$ cat config.mk
export PLATFORM = sky130hd
export DESIGN_NAME = lbp_bins
export DESIGN_NICKNAME = d
export VERILOG_FILES = /design/src/lbp_pkg.sv /design/src/lbp_bins.sv
export SDC_FILE = /design/constraint.sdc
export NUM_CORES = 1
export LEC_CHECK = 0
export BUFFER_PORTS_ARGS = -buffer_cell sky130_fd_sc_hd__buf_4
export CORE_MARGIN = 2
export CORE_UTILIZATION = 45
export DETAILED_ROUTE_END_ITERATION = 16
export SYNTH_ARGS = -nofsm -noshare
export SYNTH_HDL_FRONTEND = slang
export SYNTH_SLANG_ARGS = --single-unit
$ cat constraint.sdc
create_clock -name i_clk -period 9.42 [get_ports i_clk]
set_clock_uncertainty 0.2 [all_clocks]
set_input_delay 0.942 -clock i_clk [delete_from_list [all_inputs] [get_ports i_clk]]
set_output_delay 0.942 -clock i_clk [all_outputs]
set_load 0.02 [all_outputs]
$ cat src/lbp_pkg.sv
package lbp_pkg;

    // Frame size limits and derived widths
    localparam int MAX_WIDTH  = 1024;
    localparam int MAX_HEIGHT = 1024;
    localparam int COL_W      = $clog2(MAX_WIDTH);
    localparam int ROW_W      = $clog2(MAX_HEIGHT);
    localparam int SIZE_W     = 11;
    localparam int PIX_W      = 8;
    localparam int CODE_W     = 8;
    localparam int NUM_BINS   = 1 << CODE_W;
    localparam int TOTAL_W    = CODE_W + 1;
    localparam int CFG_IDX_W  = 2;

    // Configuration register indexes
    localparam logic [CFG_IDX_W-1:0] CFG_FRAME_WIDTH  = 2'd0;
    localparam logic [CFG_IDX_W-1:0] CFG_FRAME_HEIGHT = 2'd1;

    // Size register reset values
    localparam logic [SIZE_W-1:0] RESET_WIDTH  = 11'd640;
    localparam logic [SIZE_W-1:0] RESET_HEIGHT = 11'd480;

    typedef logic [PIX_W-1:0]  t_pix;
    typedef t_pix [8:0]        t_win;
    typedef logic [CODE_W-1:0] t_code;

    // Request from the window stage to the bin tracker
    typedef struct packed {
        logic  step;       // an item leaves the window stage
        logic  mark;       // flag the code of this item
        logic  frame_end;  // last item of the frame
        t_code code;
    } t_bin_req;

    // Map a size register into 1..maxv
    function automatic logic [SIZE_W-1:0] clamp_size(input logic [SIZE_W-1:0] v,
                                                     input logic [SIZE_W-1:0] maxv);
        logic [SIZE_W-1:0] res;
        if (v == '0) begin
            res = SIZE_W'(1);
        end else if (v > maxv) begin
            res = maxv;
        end else begin
            res = v;
        end
        return res;
    endfunction

    // Pattern code of the window centre; window index 0 is the top-left,
    // 4 the centre, 8 the bottom-right
    function automatic t_code lbp_code(input t_win w);
        t_code c;
        c[0] = w[0] > w[4];
        c[1] = w[1] > w[4];
        c[2] = w[2] > w[4];
        c[3] = w[5] > w[4];
        c[4] = w[8] > w[4];
        c[5] = w[7] > w[4];
        c[6] = w[6] > w[4];
        c[7] = w[3] > w[4];
        return c;
    endfunction

endpackage

$ cat src/lbp_bins.sv
module lbp_bins
    import lbp_pkg::*;
(
    input  logic               i_clk,
    input  logic               i_rst_n,
    input  t_bin_req           i_req,
    output logic [TOTAL_W-1:0] o_total_next
);

    logic [NUM_BINS-1:0] r_seen;
    logic [TOTAL_W-1:0]  r_total;
    logic                is_new;

    // Count the code when it was not seen yet in this frame
    assign is_new       = i_req.mark && !r_seen[i_req.code];
    assign o_total_next = r_total + TOTAL_W'(is_new);

    // Hold flags and total; drop both at frame end
    always_ff @(posedge i_clk) begin
        if (!i_rst_n) begin
            r_seen  <= '0;
            r_total <= '0;
        end else if (i_req.step) begin
            if (i_req.frame_end) begin
                r_seen  <= '0;
                r_total <= '0;
            end else begin
                if (i_req.mark) begin
                    r_seen[i_req.code] <= 1'b1;
                end
                r_total <= o_total_next;
            end
        end
    end

endmodule

; ---- Word level (Yosys, flattened, before mapping)
; Cells that the tools add are included.
; W data, S select, Z words.
[word_totals]
reg_bits = 265
inputBits = 13
out_inout_bits = 9
wordCells = 18
[op_classes]
addsub = 1
order_cmp = 2
n_mux = 7
bitwise = 1
reduce_logical = 5
[op_table]
columns = op, n
row1 = $mux W256, 2
row2 = $or A256 B256 Y256, 1
row3 = $add A9 B1 Y9, 1
row4 = $lt A8 B9 Y1 const B, 1
row5 = $mux W9, 1
row6 = $bmux W1 S8, 1
row7 = $demux W1 S8, 1
row8 = $ge A8 B1 Y1 const B, 1
row9 = $logic_and A1 B1 Y1, 2
row10 = $mux W1, 2
row11 = $reduce_and A2 Y1, 1
row12 = $reduce_bool A2 Y1, 1
row13 = $logic_not A1 Y1, 1

; ---- Logic depth before layout (Yosys ltp)
[logic_depth]
ltp_word = 7
mapped_depth = 18
mapped_depth_nobuf = 14

; ---- Least setup slack after synthesis
; OpenSTA, ideal clock, no wires.
[synth_timing]
kind = input-to-output
start = input port i_req[0] (netlist bit)
end = output port o_total_next[8]
arrival_ps = 4131
required_time_ps = 8278
setup_slack_ps = 4147
stages = 13
cell_sequence = buf_2 buf_2 mux4_2 mux4_2 nand2_1 o2111ai_1 and4b_1 ha_1 ha_1 and3_1 and3_1 nand3_1 xnor2_1
[synth_between]
elab_chain_len = 5
[synth_lines]
columns = element, line
row1 = "start, declared", lbp_bins.sv:6  ; input t_bin_req i_req,
row2 = $bmux W1 S8, lbp_bins.sv:15  ; assign is_new = i_req.mark && !r_seen[i_req.code];
row3 = $mux W1 (implied by the code), lbp_bins.sv:15
row4 = $logic_not A1 Y1, lbp_bins.sv:15
row5 = $logic_and A1 B1 Y1, lbp_bins.sv:15
row6 = $add A9 B1 Y9, lbp_bins.sv:16  ; assign o_total_next = r_total + TOTAL_W'(is_new);
row7 = "end, declared", lbp_bins.sv:7  ; output logic [TOTAL_W-1:0] o_total_next
; Every way passes these cells. The select of a mux whose other input is x is not followed.

; ---- Worst setup path in the final report
; Ends and elaborated chain as after synthesis.

==> results.yml <==
status:
  status: "finished, final reports clean"
timing:
  post-route-period-util_pct: 69.28
  slew_viol_final: 0
  rsz0062_at_grt: "false"
  tightest_slew_ns: 1.236
  hold_viol_final: 0
  fin_tns_setup_ns: 0
  final.min_clock_period_ns: 6.526
  fmax_mhz: 153.2
  maxSlewHeadroom_pct: 17.30
  setup_viol_count_final: 0
  fin_ws_ns: 2.894
grt:
  grt.total_usage_pct: 24.22
  grt_start_max_net_pins: 107
  grt_pass1_vias: 8194
  antenna_found_initial: 0
  grt_overflow: 0
  grt_pass1_wl_mm: 47.03
floorplan:
  row_count: 56
  dieArea_sq_um: 25040
  die_x_microns: 158.3
  coreArea_sq_um: 23400
  die_h_microns: 158.3
  start_util_pct: 45.75
  io_pins: 22
yosys:
  synthAdderAreaFrac_pct: 0.2337
  synth_cell_types: 45
  yosysWarnings: 0
  synth_top_family_by_area: "compound AO/OA/AOI/OAI gates"
  ys_top_cells_by_count: "nor2_1 (280), dfxtp_1 (265), a21oi_1 (262)"
  synth_xor_area_share_pct: 0.5726
  ys_seq_area_share_pct: 49.54
  synth_compound_area_share_pct: 16.07
  ys.flop_type: "dfxtp_1"
  synth_simple_gate_area_share_pct: 15.76
  synth_top_area_share_pct: 49.54
  synth.area.top_cells: "dfxtp_1 (50%), a21oi_1 (12%), nor2_1 (9.8%)"
  ys_async_sr_fraction_pct: 0
  syn_nets: 1187
  syn_inst: 1172
  synth.area.mux_share_pct: 13.80
  syn_avg_cell_area_sq_um: 9.136
  yosysMostFrequentCell: "nor2_1"
  synth_edf_count: 0
  synth_area_sq_um: 10710
  synth_top_area_cell: "dfxtp_1"
  synth-seq-cells: 265
setup_path:
  crit_buf_inv: 3
  crit_family: "simple AND/OR/NAND/NOR gates"
  cpMaxStageDelayCell: "nor2b_1"
  crit_top_cell: "buf_4"
  worst-setup-path-type: "in -> out"
  r2r_cells: 14
  rrSetupSlack_ns: 5.67
  cp_cell_sequence: "buf_4, buf_4, nor2b_1, a22oi_1, a32o_1, a31oi_1, o2111ai_1, and4b_1, ha_1, ha_1, and3_1, and3_1, nand3_1, xnor2_1, buf_4"
  required_ns: 8.28
  reg2reg_to: "r_total[8]$_SDFFE_PN0P_"
  arrival_ns: 5.38
  cp-start-kind: "input port"
  critPathCaptureType: "output port"
  crit_fanout: 27
  slowest_delay_ns: 0.97
  r2r-start: "r_seen[83]$_SDFFE_PN0P_"
clock_network:
  cts_buffers: 29
  cts_resized: 0
  cts_max_path_buffers: 3
  cts_max_level: 1
  cts_tree: "done"
  cts_root_buf: "clkbuf_16"
  clock_latency_ns: 0.55
  cts_hold_buf: 0
  postCtsSetupBuffers: 0
  path_clk_slew_ns: 0.06
  clock_sinks: 265
power:
  power.density_nw_per_um2: 205.8
  p_leak_uw: 0.004477
  peakVddDrop_v: 0.0001464
final_layout:
  area_growth_pct: 14.56
  postLayoutCoreUtil_pct: 52.42
  final_nets: 1170
  antennaDiodeCount: 0
  drive_gt1_share_pct: 14.18
placed_design:
  pre_cts_ws_ns: 2.895
  io_buffers: 21
  place_congestion: 0.8209
  dp_hpwl_mm: 17.65
drt:
  vias_per_cell: 5.721
  wire_per_inst_microns: 19.95
  drt_iter0_markers: 738
  via_count: 8565
  firstDrtPassIters: 5
  drc_errors: 0
  routed_wl_mm: 29.86
  antenna_left: 0
min_path:
  hp-start: "r_seen[29]$_SDFFE_PN0P_"
  hold_path_depth: 2
  min_to: "r_seen[29]$_SDFFE_PN0P_"
  hold_path.class: "reg -> reg"
flow_run:
  max_cap_violations: 0
through the flow:
stage	total power, uW	cells	area [sq um]	hold WS (ns)
2_1_floorplan	1234	1172	10710	0.2315
6_report	2525	1497	12270	0.2628
5_1_grt	2592	1497	12270	0.2802
3_3_place_gp	1274	1443	11180	0.2416
3_5_place_dp	1275	1443	11180	0.2495
4_1_cts	2534	1497	12270	0.2643
layout make-up:
cell class                      instances  area [sq um]
Clock buffer                           37         815.8
Clock inverter                         17         269.0
Fill cell                            2217         11140
Inverter                                4         15.01
Multi-Input combinational cell        806          5095
Sequential cell                       265          5305
Tap cell                              319         399.1
Timing Repair Buffer                   49         367.9
cell usage in the layout, fill, tap and decap left out, types with 9 or more instances in the layout:
cell type / Yosys / layout
nand4_1: 9 / 9
buf_4: 4 / 49
dfxtp_1: 265 / 265
nand2_1: 26 / 25
nand3_1: 13 / 13
clkbuf_16: 0 / 29
nor3_1: 15 / 9
mux2i_1: 43 / 43
a22oi_1: 24 / 24
nor2_1: 280 / 280
a21oi_1: 262 / 262
nor2b_1: 16 / 16
mux4_2: 45 / 45
flip-flops by register name (all words and copies together) (netlist names):
name     cells
r_total      9
r_seen     256
worst max path at each step:
| stage | startpoint | to | slack (ns) | depth (start not counted) |
|---|---|---|---|---|
| detailed placement | i_req[0] | o_total_next[8] | 2.89 | 15 |
| finish | i_req[0] | o_total_next[8] | 2.89 | 15 |
| global placement | i_req[0] | o_total_next[8] | 3.08 | 15 |
| global route | i_req[0] | o_total_next[8] | 2.46 | 15 |
| floorplan | i_req[0] | o_total_next[8] | 4.15 | 13 |
| CTS | i_req[0] | o_total_next[8] | 2.89 | 15 |
where the power goes:
group          switching, uW  total [uW]  internal [uW]
sequential             0.730        1120           1120
clock                    472        1270            802
combinational           94.2         128           33.7
worst register-to-register path: cells and delay by family, from the launching register on:
family,cells,cell delay [ns]
fa+ha+maj,2,0.40
simple gates,6,1.16
compound gates,3,0.69
mux,2,0.72
xor+xnor,1,0.15
flops,1,0.31
cells by family (layout without fill, tap and decap cells):
family / Yosys count / after routing
compound gates: 317 / 317
xor+xnor: 7 / 7
fa+ha+maj: 2 / 2
buf+inv: 101 / 107
flops: 265 / 265
mux: 91 / 91
simple gates: 389 / 389
layer usage:
| layer | track usage, % | vias up | wire length, microns |
|---|---|---|---|
| met5 | 0 | - | 0 |
| met4 | 6.950 | 0 | 791 |
| met3 | 3.185 | 55 | 1662 |
| met2 | 38.72 | 253 | 13790 |
| met1 | 34.53 | 4185 | 13620 |
| li1 | - | 4072 | - |
Power figures use the tool's default switching activity.
